==> src/hdl/two_class_priority_queue_unit_macros.svh <==
// ----------------------------------------------------------------------------
// two class priority queue assertion macros
// shared concurrent assertion forms for the queue unit
// ----------------------------------------------------------------------------
`ifndef TWO_CLASS_PRIORITY_QUEUE_UNIT_MACROS_SVH
`define TWO_CLASS_PRIORITY_QUEUE_UNIT_MACROS_SVH

// same cycle implication
`define TCPQ_ASSERT_IMP(label, clk, rst, ante, cons) \
   label: assert property (@(posedge clk) disable iff (rst) (ante) |-> (cons)) \
      else $error("tcpq assertion failed");

// next cycle implication
`define TCPQ_ASSERT_NXT(label, clk, rst, ante, cons) \
   label: assert property (@(posedge clk) disable iff (rst) (ante) |=> (cons)) \
      else $error("tcpq assertion failed");

`endif

==> src/hdl/tcpq_pkg.sv <==
`timescale 1ns / 1ps
// ----------------------------------------------------------------------------
// tcpq_pkg
// types and constants of the two class priority queue
// ----------------------------------------------------------------------------
package tcpq_pkg;

   localparam int CLASS_DEPTH = 16;
   localparam int ID_WIDTH    = 16;
   localparam int SEQ_WIDTH   = 16;
   localparam int COUNT_WIDTH = $clog2(CLASS_DEPTH + 1);

   localparam logic [1:0] CMD_ENQUEUE = 2'd0;
   localparam logic [1:0] CMD_DEQUEUE = 2'd1;
   localparam logic [1:0] CMD_CLEAR   = 2'd2;

   localparam logic [1:0] ST_OK    = 2'd0;
   localparam logic [1:0] ST_EMPTY = 2'd1;
   localparam logic [1:0] ST_FULL  = 2'd2;

   typedef struct packed {
      logic [1:0]  command;
      logic [15:0] customer_id;
      logic        is_priority;
   } req_type;

   typedef struct packed {
      logic [1:0]  status;
      logic [15:0] sequence_number;
      logic [15:0] out_customer_id;
      logic        out_priority;
   } rsp_type;

   typedef struct packed {
      logic [SEQ_WIDTH-1:0] seq;
      logic [ID_WIDTH-1:0]  id;
   } entry_type;

   typedef struct packed {
      logic push;
      logic pop;
      logic clear;
   } chain_ctrl_type;

   typedef struct packed {
      logic empty;
      logic full;
   } chain_status_type;

endpackage

==> src/hdl/tcpq_cell.sv <==
`timescale 1ns / 1ps
// ----------------------------------------------------------------------------
// tcpq_cell
// one queue slot: loads a new entry or takes its upper neighbour's entry
// ----------------------------------------------------------------------------
module tcpq_cell (
   input  logic                clock,
   input  logic                load,
   input  logic                shift,
   input  tcpq_pkg::entry_type load_data,
   input  tcpq_pkg::entry_type next_data,
   output tcpq_pkg::entry_type data
);
   import tcpq_pkg::*;

   entry_type data_ff;
   entry_type data_in;

   always_comb begin
      data_in = data_ff;
      if (load) begin
         data_in = load_data;
      end else if (shift) begin
         data_in = next_data;
      end
   end

   always_ff @(posedge clock) begin
      data_ff <= data_in;
   end

   assign data = data_ff;

endmodule

==> src/hdl/tcpq_chain.sv <==
`timescale 1ns / 1ps
// ----------------------------------------------------------------------------
// tcpq_chain
// one class fifo as a row of cells, head in cell zero, shifting on pop
// ----------------------------------------------------------------------------
module tcpq_chain (
   input  logic                       clock,
   input  logic                       reset,
   input  tcpq_pkg::chain_ctrl_type   ctrl,
   input  tcpq_pkg::entry_type        push_data,
   output tcpq_pkg::entry_type        head,
   output tcpq_pkg::chain_status_type status
);
   import tcpq_pkg::*;

   logic [COUNT_WIDTH-1:0] count_ff;
   logic [COUNT_WIDTH-1:0] count_in;
   entry_type              cell_data [CLASS_DEPTH];

   for (genvar i = 0; i < CLASS_DEPTH; i++) begin : g_cell
      entry_type next_data;
      logic      load;

      if (i == CLASS_DEPTH - 1) begin : g_last
         assign next_data = cell_data[i];
      end else begin : g_mid
         assign next_data = cell_data[i + 1];
      end

      assign load = ctrl.push && (count_ff == COUNT_WIDTH'(i));

      tcpq_cell u_cell (
         .clock     (clock),
         .load      (load),
         .shift     (ctrl.pop),
         .load_data (push_data),
         .next_data (next_data),
         .data      (cell_data[i])
      );
   end

   always_comb begin
      count_in = count_ff;
      if (ctrl.clear) begin
         count_in = '0;
      end else if (ctrl.push) begin
         count_in = count_ff + COUNT_WIDTH'(1);
      end else if (ctrl.pop) begin
         count_in = count_ff - COUNT_WIDTH'(1);
      end
   end

   always_ff @(posedge clock) begin
      if (reset) begin
         count_ff <= '0;
      end else begin
         count_ff <= count_in;
      end
   end

   assign head         = cell_data[0];
   assign status.empty = (count_ff == '0);
   assign status.full  = (count_ff == COUNT_WIDTH'(CLASS_DEPTH));

endmodule

==> src/hdl/two_class_priority_queue_unit.sv <==
// result: registered, and valid in the cycle after its transaction is accepted
// throughput: one transaction per cycle while the waiting result is not stalled
// a new transaction is taken while a result waits, unless that result is stalled
// reset: synchronous, clears both fill counts, the sequence counter and the result valid
// cell contents are not reset and are never read before being written
`timescale 1ns / 1ps
// ----------------------------------------------------------------------------
// two_class_priority_queue_unit
// strict priority queue with a priority and a regular class of cell rows
// ----------------------------------------------------------------------------
`include "two_class_priority_queue_unit_macros.svh"

module two_class_priority_queue_unit (
   input  logic              clock,
   input  logic              reset,
   input  logic              req_valid,
   output logic              req_stall,
   input  tcpq_pkg::req_type req_payload,
   output logic              rsp_valid,
   input  logic              rsp_stall,
   output tcpq_pkg::rsp_type rsp_payload
);
   import tcpq_pkg::*;

   logic             accept;
   logic             q_empty;
   chain_ctrl_type   p_ctrl;
   chain_ctrl_type   r_ctrl;
   chain_status_type p_status;
   chain_status_type r_status;
   entry_type        p_head;
   entry_type        r_head;
   entry_type        push_data;
   logic [SEQ_WIDTH-1:0] seq_ff;
   logic [SEQ_WIDTH-1:0] seq_in;
   logic [SEQ_WIDTH-1:0] seq_next;
   rsp_type          rsp_result;
   logic             rsp_valid_ff;
   logic             rsp_valid_in;
   rsp_type          rsp_payload_ff;
   rsp_type          rsp_payload_in;

   assign req_stall = rsp_valid_ff && rsp_stall;
   assign accept    = req_valid && !req_stall;
   assign q_empty   = p_status.empty && r_status.empty;
   assign seq_next  = seq_ff + SEQ_WIDTH'(1);

   assign push_data.seq = seq_next;
   assign push_data.id  = ID_WIDTH'(req_payload.customer_id);

   always_comb begin
      p_ctrl     = '0;
      r_ctrl     = '0;
      seq_in     = seq_ff;
      rsp_result = '0;
      case (req_payload.command)
         CMD_ENQUEUE: begin
            if (req_payload.is_priority ? p_status.full : r_status.full) begin
               rsp_result.status = ST_FULL;
            end else begin
               p_ctrl.push                = accept && req_payload.is_priority;
               r_ctrl.push                = accept && !req_payload.is_priority;
               seq_in                     = seq_next;
               rsp_result.sequence_number = seq_next;
            end
         end
         CMD_DEQUEUE: begin
            if (q_empty) begin
               rsp_result.status = ST_EMPTY;
            end else if (!p_status.empty) begin
               p_ctrl.pop                 = accept;
               rsp_result.sequence_number = p_head.seq;
               rsp_result.out_customer_id = 16'(p_head.id);
               rsp_result.out_priority    = 1'b1;
            end else begin
               r_ctrl.pop                 = accept;
               rsp_result.sequence_number = r_head.seq;
               rsp_result.out_customer_id = 16'(r_head.id);
            end
         end
         CMD_CLEAR: begin
            if (q_empty) begin
               rsp_result.status = ST_EMPTY;
            end else begin
               p_ctrl.clear = accept;
               r_ctrl.clear = accept;
               seq_in       = '0;
            end
         end
         default: begin
            rsp_result.status = ST_OK;
         end
      endcase
   end

   tcpq_chain u_priority (
      .clock     (clock),
      .reset     (reset),
      .ctrl      (p_ctrl),
      .push_data (push_data),
      .head      (p_head),
      .status    (p_status)
   );

   tcpq_chain u_regular (
      .clock     (clock),
      .reset     (reset),
      .ctrl      (r_ctrl),
      .push_data (push_data),
      .head      (r_head),
      .status    (r_status)
   );

   assign rsp_valid_in   = accept || (rsp_valid_ff && rsp_stall);
   assign rsp_payload_in = accept ? rsp_result : rsp_payload_ff;

   always_ff @(posedge clock) begin
      if (reset) begin
         seq_ff       <= '0;
         rsp_valid_ff <= 1'b0;
      end else begin
         if (accept) begin
            seq_ff <= seq_in;
         end
         rsp_valid_ff <= rsp_valid_in;
      end
   end

   always_ff @(posedge clock) begin
      rsp_payload_ff <= rsp_payload_in;
   end

   assign rsp_valid   = rsp_valid_ff;
   assign rsp_payload = rsp_payload_ff;

   `TCPQ_ASSERT_NXT(a_clear_empties, clock, reset,
      accept && req_payload.command == CMD_CLEAR && !q_empty,
      p_status.empty && r_status.empty && seq_ff == '0)
   `TCPQ_ASSERT_NXT(a_priority_first, clock, reset,
      accept && req_payload.command == CMD_DEQUEUE && !p_status.empty,
      rsp_payload_ff.out_priority && rsp_payload_ff.status == ST_OK)
   `TCPQ_ASSERT_IMP(a_full_no_seq, clock, reset,
      rsp_valid_ff && rsp_payload_ff.status == ST_FULL,
      rsp_payload_ff.sequence_number == '0 && !rsp_payload_ff.out_priority)

endmodule
==> config.mk <==
export PLATFORM = sky130hd
export DESIGN_NAME = two_class_priority_queue_unit
export DESIGN_NICKNAME = d
export VERILOG_FILES = /design/src/hdl/tcpq_pkg.sv /design/src/hdl/tcpq_cell.sv /design/src/hdl/tcpq_chain.sv /design/src/hdl/two_class_priority_queue_unit.sv
export VERILOG_INCLUDE_DIRS = /design/src /design/src/hdl
export SDC_FILE = /design/constraint.sdc
export NUM_CORES = 1
export LEC_CHECK = 0
export BUFFER_PORTS_ARGS = -buffer_cell sky130_fd_sc_hd__buf_2
export CELL_PAD_IN_SITES_DETAIL_PLACEMENT = 1
export CELL_PAD_IN_SITES_GLOBAL_PLACEMENT = 2
export CORE_MARGIN = 8
export CORE_UTILIZATION = 45
export CTS_BUF_LIST = sky130_fd_sc_hd__clkbuf_4 sky130_fd_sc_hd__clkbuf_8
export DETAILED_ROUTE_END_ITERATION = 8
export GPL_TIMING_DRIVEN = 0
export PLACE_DENSITY_LB_ADDON = 0.1
export SYNTH_ARGS = -nofsm -noshare
export SYNTH_HDL_FRONTEND = slang
export SYNTH_SLANG_ARGS = --single-unit
==> constraint.sdc <==
create_clock -name clock -period 11.1 [get_ports clock]
set_input_delay 1.11 -clock clock [delete_from_list [all_inputs] [get_ports clock]]
set_output_delay 1.11 -clock clock [all_outputs]
set_load 0.05 [all_outputs]
# Word level (Yosys, flattened, before mapping)
# Index checks and enable logic that the tools add are counted.
# op_classes
addsub	5
eq_ne	36
n_mux	88
n_reduce_logical	80
bitwise_logic	1
# ops
cell	n
two-way mux 32 bit	61
== test 5 x 4 -> 1 bit (second input constant)	16
nonzero test 2 bit	33
one-hot mux 16 bit (2 select lines)	2
two-way mux 16 bit	3
== test 5 x 3 -> 1 bit (second input constant)	8
logical AND 1 bit	37
two-way mux 33 bit	1
== test 5 x 2 -> 1 bit (second input constant)	4
two-way mux 5 bit	4
adder 16 x 1 -> 16 bit (second input constant)	1
two-way mux 1 bit	15
adder 5 x 1 -> 5 bit (second input constant)	2
== test 5 x 1 -> 1 bit (second input constant)	2
== test 5 bit (second input constant)	2
zero test 5 bit	2
subtractor 5 x 1 -> 5 bit (second input constant)	2
OR reduction 2 bit	3
inequality test 2 bit (second input constant)	2
one-hot mux 2 bit (2 select lines)	1
AND reduction 4 bit	1
== test 2 x 1 -> 1 bit (second input constant)	1
== test 2 bit (second input constant)	1
zero test 1 bit	2
other kinds (4)	4
# totals
elab_cells	282
reg_bits	1086
output_inout_bits	37
input_bits	23

# Depth between registers and ports, before layout
# Gate-level depths: netlist of the first run.
# logic_depth
word_depth	8
mapped_depth	9
mapped_depth_nobuf	7

# By module
# Synthesis of the first run repeated with hierarchy kept, for this count alone.
# hier_totals
hier_cells	2581
area_unflattened_um2	51854.7
# by_module_without_submodules
mod	instances	cells_each	area_per_inst_um2	seq_area_each_um2
tcpq_cell	32	69	1507.7	960.9
two_class_priority_queue_unit	1	237	2630.0	1391.3
tcpq_chain	2	68	489.2	100.1

# Worst setup path before layout of the first run
# No wires, ideal clock.
# synth_timing
path_kind	input -> register
start	in req_payload[17] (netlist name)
end	reg u_priority.g_cell[4].u_cell.data_ff, in the netlist u_priority.g_cell[4].u_cell.data[0], enable pin
setup_time_ns	0.466
path_buffers	0
setup_slack_ns	6.314
t_required_ns	10.634
arrival_ns	4.320
cell_stages	6
path_cell_list	inv_1 -> ha_1 -> inv_1 -> nor2_4 -> nand4_2 -> o21ai_0
# synth_between
elab_chain_cells	4
word_cells_on_any_way	6
cone_classes	eq/ne (1); mux (2); reduce/logical (3)
# synth_rtl
element	line_no	text
from (decl)	two_class_priority_queue_unit.sv:18	input tcpq_pkg::req_type req_payload,
zero test 2 bit	two_class_priority_queue_unit.sv:56	case (req_payload.command)
two-way mux 1 bit	two_class_priority_queue_unit.sv:56	
logical AND 1 bit	tcpq_chain.sv:30	assign load = ctrl.push && (count_ff == COUNT_WIDTH'(i));
nonzero test 2 bit (no source line) (*)	--	
to (signal assigned)	tcpq_cell.sv:29	data_ff <= data_in;
to (decl)	tcpq_cell.sv:16	entry_type data_ff;
# Every way passes the cells marked *; elsewhere a longest branch is shown, timed or not.
# A chain may end at the register's enable or synchronous reset.

# Worst setup path after layout of the first run
# layout_timing
start	in req_valid
end	reg u_regular.g_cell[13].u_cell.data_ff, in the netlist u_regular.g_cell[13].u_cell.data[8], enable pin
# layout_between
elab_chain_cells	6
word_cells_on_any_way	9
cone_classes	mux (5); reduce/logical (4)
# layout_rtl
element	line_no	text
from (decl)	two_class_priority_queue_unit.sv:16	input logic req_valid,
logical AND 1 bit (*)	two_class_priority_queue_unit.sv:44	assign accept = req_valid && !req_stall;
logical AND 1 bit	two_class_priority_queue_unit.sv:62	r_ctrl.push = accept && !req_payload.is_priority;
two-way mux 1 bit	two_class_priority_queue_unit.sv:58	if (req_payload.is_priority ? p_status.full : r_status.full) begin
two-way mux 1 bit	two_class_priority_queue_unit.sv:56	
logical AND 1 bit	tcpq_chain.sv:30	
nonzero test 2 bit (no source line) (*)	--	
to (signal assigned)	tcpq_cell.sv:29	
to (decl)	tcpq_cell.sv:16	
# Marks and branches as above.

==> results of run 1 <==
-- how the worst max path moves through the flow --
stage                                                       to  slack, ns  cells past startpoint
after floorplan            u_priority.g_cell[4].u_cell.data[0]       6.31                      6
after global placement    u_priority.g_cell[13].u_cell.data[4]       3.75                      7
after detailed placement    u_regular.g_cell[5].u_cell.data[7]       5.61                      7
after CTS                  u_regular.g_cell[5].u_cell.data[18]       6.41                      7
after global routing       u_regular.g_cell[13].u_cell.data[0]       6.25                      7
final                      u_regular.g_cell[13].u_cell.data[8]       6.55                      7
-- stage by stage --
step           hold slack, ns  utilization, %  total power, mW
2_1_floorplan          0.4575               -            4.744
3_3_place_gp           0.4735           47.13            4.839
3_5_place_dp           0.4856           47.53            4.849
4_1_cts                0.4196           50.95            8.263
5_1_grt                0.4618           51.04            8.436
6_report               0.4962           51.04            8.151
-- registers in the layout, summed over array words and instances, names as in the netlist --
name / cells
u_regular.g_cell.u_cell.data: 512
u_priority.g_cell.u_cell.data: 512
u_regular.count_ff: 5
seq_ff: 16
u_priority.count_ff: 5
rsp_valid: 1
rsp_payload: 35
-- where the power goes --
group	switching [mW]	leakage [nW]	internal, mW
clock	1.58	1.82	1.81
sequential	0.0145	9.85	4.50
combinational	0.182	6.12	0.0602
total	1.78	17.8	6.37
-- cell usage after synthesis (2+ instances only) --
cell      count  area share [%]
a211o_1       2           0.038
inv_1        33            0.27
nor2_2       12            0.16
nor4b_4       2            0.10
mux2_1       30            0.74
nand2b_1      2           0.027
xnor2_1      11            0.21
and2_1        5           0.068
nand3_1      21            0.23
or3_1         4           0.055
o31ai_1       4           0.066
nand2_1     387             3.2
nor3_1       10            0.11
o21ai_0     323             3.5
nand4_1      11            0.15
nor2_1       24            0.20
nand3b_1      4           0.066
edfxtp_1   1059              70
buf_2        85            0.93
mux2_2      627              15
a21oi_1      30            0.33
buf_1         8           0.066
and4_1        3           0.057
clkbuf_1    156             1.3
o21ai_1       7           0.077
dfxtp_1      27             1.2
nor3b_1       7            0.11
a31oi_1       2           0.027
nor4b_1       2           0.038
xor2_1        4           0.077
ha_1         16            0.44
o22ai_1      16            0.22
and3_1        8            0.11
mux2i_1      17            0.37
nand4_2       2           0.055
-- routing by layer --
metal | part of all wire [%] | vias to the layer above | wire [µm]
met4 | 3.1 | 4 | 3519
li1 | - | 11720 | -
met1 | 44 | 12740 | 49980
met3 | 3.4 | 216 | 3832
met2 | 50 | 482 | 56720
met5 | 0.019 | - | 22
-- final cells by class --
class,instances,area (µm²),area share (%)
Antenna cell,3,7.507,0.01452
Buffer,249,1041,2.013
Clock buffer,258,3126,6.044
Clock inverter,74,330.3,0.6388
Inverter,34,127.6,0.2468
Multi-Input combinational cell,1611,12380,23.94
Sequential cell,1086,32340,62.54
Tap cell,1368,1712,3.310
Timing Repair Buffer,75,645.6,1.249
-- worst max-delay path, cell delays in order --
cell,delay (ns)
buf_2,0.10
a21bo_2,0.39
inv_2,0.46
nand4b_1,0.33
clkbuf_1,0.74
buf_1,0.67
nand2_1,0.96
-- kinds of logic after synthesis --
logic type,count (synthesis),synth area share [%]
and+or+nand+nor,515,4.954
muxes,674,16.55
xor gates and xnor gates,15,0.2872
AOI/OAI and AO/OA,391,4.514
buffers and inverters,283,2.555
DFF,1086,70.71
adders and majority gates,16,0.4377
==> out/results.ini, run 1 <==
[run_status]
status = completed

[cts]
cts_inserted_buffers = 184
cts_max_level = 4
cts_setup_buffers = 0
clock_sink_count = 1086
cts_tree = yes
cts_root_buffer = clkbuf_8
clk_path_buf_depth = 3
clk_transition_reported_paths_ns = 0.05
cts-resized-gates = 0
clk_latency_ns = 0.82
ctsHoldBuffers = 0

[worst_setup_path]
critical_path_class = input pin to register
critPathArrivalTime_ns = 4.80
cp-end-kind = register
ff2ff_path_depth = 7
r2r_end = u_regular.g_cell[13].u_cell.data[8]
reg2reg_slack_ns = 6.57
path_max_fanout = 43
r2r-start = u_regular.count_ff[0]
start_kind = input pin
required_ns = 11.35
startpoint = req_valid

[drt]
vias = 25150
drt_iter0_markers = 1443
ant_nets = 0
via_per_inst = 5.287
first_pass_iters = 8
wl_per_cell_um = 23.98
wl_mm = 114.1
drc = 0

[timing]
worst_slack_ns = 6.553
final.setup.tns_ns = 0
fin_crit_sh_pct = 40.97
finalClockSkew_ns = 0.02720
slew_headroom_pct = 10.92
max_freq_ghz = 0.2199
setup_viol = 0
grt_setup_unrepaired = false
tightest_slew_ns = 1.333
final_hold_viol_count = 0
drv_slew = 0
fin_crit_ns = 4.547

[global_route]
grtUsageMet3_pct = 3.491
grt_pass1_vias = 27380
met1_usage_pct = 25.87
track_usage_pct = 20.28
grt_pass1_wl_mm = 173.1
grtUsageMet2_pct = 34.75
overflow = 0
antenna_found_initial = 3
grt_max_degree = 44
busiest_layer = met2

[logic_synthesis]
synthDistinctLibCells = 54
syn_area_per_cell_um2 = 15.35
synth-async-reset-ratio_pct = 0
synth_seq_area_share_pct = 70.71
syn-num-nets = 3019
synth_edf_count = 1059
netlist_instances = 2980
yosys_warnings = 0
syn_area_mm2 = 0.04574
synth_flop_cell = edfxtp_1
synth-seq-cells = 1086

[power_and_ir_drop]
p_leak_nw = 17.79
powerDensity_mw_per_mm2 = 157.6
ir_worst_vdd_v = 0.00009685

[cells_and_area]
fin_cells = 4758
layout_commonest_cell = edfxtp_1
layout-drive-gt1-share_pct = 32.89
final_nets = 3280
fillers = 9847
design_area_mm2 = 0.05171
final_cell_mix = edfxtp_1 (1059), mux2_2 (627), nand2_1 (378)
syn2layout_area_growth_pct = 13.05

[place]
dp_hpwl_mm = 79.57
routabilityCongestion = 0.8282
place_inst = 4420
placed_area_mm2 = 0.04815
place_ws_ns = 5.615
io_buffers = 59

[floorplan]
pin_count = 60
fp.dieH_um = 334.8
dieArea_mm2 = 0.1121
core_mm2 = 0.1013
die_x_um = 334.8
rows = 117
start_util_pct = 45.15

[hold_path]
hold_class = register to register
hold_path_end = seq_ff[6]
holdPathStages = 2
hold_path_startpoint = seq_ff[6]

[run]
drv_cap = 0

Note: power is estimated with default switching activity, not from simulation.
==> run 2: changes to the inputs <==
--- a/config.mk
+++ b/config.mk
@@ -10,7 +10,7 @@
 export CELL_PAD_IN_SITES_DETAIL_PLACEMENT = 1
 export CELL_PAD_IN_SITES_GLOBAL_PLACEMENT = 2
 export CORE_MARGIN = 8
-export CORE_UTILIZATION = 45
+export CORE_UTILIZATION = 44
 export CTS_BUF_LIST = sky130_fd_sc_hd__clkbuf_4 sky130_fd_sc_hd__clkbuf_8
 export DETAILED_ROUTE_END_ITERATION = 8
 export GPL_TIMING_DRIVEN = 0
==> constraint.sdc (replaced) <==
create_clock -name clock -period 4.1 [get_ports clock]
set_input_delay 0.41 -clock clock [delete_from_list [all_inputs] [get_ports clock]]
set_output_delay 0.41 -clock clock [all_outputs]
set_load 0.05 [all_outputs]
==> run 2 against run 1 <==
The flow now finishes with violations (negative setup slack). Core utilization decreased by 0.87 points. Die area increased by 2.2%. Design area increased by 0.29%. Clock skew decreased by 0.0022 ns. Critical endpoint is now u_regular.g_cell[13].u_cell.data[2]. Global-route usage decreased by 0.68 points. Highest routed layer is now met4. Sequential cell count unchanged. Combinational power increased to 2.8 times the previous value. Routed wire length increased by 0.30%. Sequential power increased to 2.7 times the previous value. First-iteration DRC count decreased by 11%. Non-clock buffer count increased by 21. Final cell count increased by 0.44%.
==> out/results.ini, run 2 (same netlist as run 1, synthesis figures left out) <==
[power_and_ir_drop]
internal_power_mw = 17.22
ir_worst_vdd_v = 0.0002573
powerDensity_mw_per_mm2 = 424.1
p_seq_share_pct = 55.6
p_comb_share_pct = 3.1
switching_share_pct = 21.72
clock_power_share_pct = 41.3
p_leak_nw = 17.87
switchingPower_mw = 4.776

[timing]
max_freq_ghz = 0.2397
fin_crit_ns = 4.173
slew_headroom_pct = 7.143
fin_crit_sh_pct = 101.8
tightest_slew_ns = 1.383
drv_slew = 0
finalClockSkew_ns = 0.02504
setup_viol = 126
final_hold_viol_count = 0
grt_setup_unrepaired = true
final.setup.tns_ns = -3.726
worst_slack_ns = -0.07254

[run_status]
violations = negative setup slack
status = complete, but fails checks

[floorplan]
pin_count = 60
core_mm2 = 0.1033
start_util_pct = 44.26
dieArea_mm2 = 0.1145
die_x_um = 338.4
fp.dieH_um = 338.4
rows = 118

[cts]
clk_latency_ns = 0.83
cts_tree = yes
cts_inserted_buffers = 182
clock_sink_count = 1086
cts_setup_buffers = 0
clk_path_buf_depth = 3
clk_transition_reported_paths_ns = 0.06
cts_root_buffer = clkbuf_8
cts_max_level = 4

[cells_and_area]
syn2layout_area_growth_pct = 13.38
final_nets = 3299
final_cell_mix = edfxtp_1 (1059), mux2_2 (627), nand2_1 (378)
layout_commonest_cell = edfxtp_1
ff_latch_area_mm2 = 0.03234
multi_input_area_mm2 = 0.01238
layout-drive-gt1-share_pct = 32.75
fin_cells = 4779
fillers = 10080
final_core_util_pct = 50.18

[worst_setup_path]
required_ns = 4.35
crit_slowest_cell = nand2_1
cp-end-kind = register
slowest_delay_ns = 0.97
reg2reg_slack_ns = -0.07
start_kind = register
critPathArrivalTime_ns = 4.43
path_max_fanout = 32
worstPathCellList = inv_1, ha_1, nor4b_4, nand4b_1, clkbuf_2, buf_1, nand2_1
critical_path_class = register to register

[drt]
ant_nets = 0
wl_per_cell_um = 23.94
wl_mm = 114.4
drc = 0
via_per_inst = 5.248
first_pass_iters = 5
vias = 25080
drt_iter0_markers = 1285

[run]
drv_cap = 0

[global_route]
grt_pass1_wl_mm = 172.6
track_usage_pct = 19.60
grt_max_degree = 44
overflow = 0
grt_pass1_vias = 27330
antenna_found_initial = 7

[place]
io_buffers = 59
dp_hpwl_mm = 79.51
place_inst = 4434
routabilityCongestion = 0.7961

[hold_path]
hold_class = input pin to register

run 2: cell count changes in the layout (fill, tap and decap cells not counted):
| cell | before | now |
|---|---|---|
| dlygate4sd3_1 | 0 | 21 |
| clkinv_1 | 53 | 43 |
| clkinv_2 | 12 | 18 |
| clkinvlp_4 | 6 | 2 |
| inv_6 | 3 | 0 |
| clkbuf_4 | 68 | 66 |
| clkbuf_1 | 156 | 155 |
| clkbuf_2 | 0 | 1 |
| diode_2 | 3 | 4 |
run 2: final timing paths:
kind	startpoint	to	cells past startpoint
setup / recovery	u_regular.count_ff[0]	u_regular.g_cell[13].u_cell.data[2]	7
hold / removal	req_payload[0]	u_regular.count_ff[1]	4
setup reg to reg	u_regular.count_ff[0]	u_regular.g_cell[13].u_cell.data[2]	7
hold reg to reg	seq_ff[4]	seq_ff[4]	2
run 2: critical path: cells and delay by family (launching register included):
| kind | cells | cell delay, ns |
|---|---|---|
| DFF | 1 | 0.42 |
| and+or+nand+nor | 3 | 1.62 |
| adders and majority gates | 1 | 0.35 |
| buffers and inverters | 3 | 1.18 |
run 2: final cells by class:
| cell class | count | share of cell area [%] |
|---|---|---|
| timing repair buffer | 96 | 1.650 |
| tap | 1380 | 3.329 |
| multi-input combinational | 1611 | 23.87 |
| inverter | 34 | 0.2461 |
| sequential | 1086 | 62.36 |
| antenna | 4 | 0.01930 |
| buffer | 249 | 2.010 |
| clock buffer | 256 | 5.998 |
| clock inverter | 63 | 0.5139 |
run 2: routing by layer:
metal	wire length (µm)	vias up	track usage [%]	share of wire, %
met5	0	-	0	0
met4	3357	0	6.902	2.9
met3	4085	224	3.420	3.6
met2	56710	461	33.77	50
met1	50260	12660	24.88	44
li1	-	11730	-	-
run 2: per-stage QoR:
step	worst slack, ns	hold WS [ns]	power, mW	area (µm²)
after detailed placement	-0.5978	0.4878	13.13	48220
after global placement	-2.467	0.4727	13.11	47760
after global routing	-0.3380	0.1598	22.74	51860
after CTS	-0.1075	0.06439	22.28	51820
after floorplan	0.01444	0.4575	12.84	45740
final	-0.07254	0.1650	21.99	51860
run 2: timing repair:
item,in CTS,in global routing
endpoints found under the hold margin,37,0
hold buffers,21,0
resized for setup,5,1
endpoints found under the setup margin,436,208
run 2: power groups by stage:
| stage | registers, mW | logic (mW) | clock network, mW |
|---|---|---|---|
| global placement | 12.5 | 0.634 | 0 |
| global route | 12.2 | 0.728 | 9.77 |
| detailed placement | 12.5 | 0.669 | 0 |
| floorplan | 12.5 | 0.312 | 0 |
| finish | 12.2 | 0.674 | 9.08 |
| CTS | 12.2 | 0.690 | 9.36 |
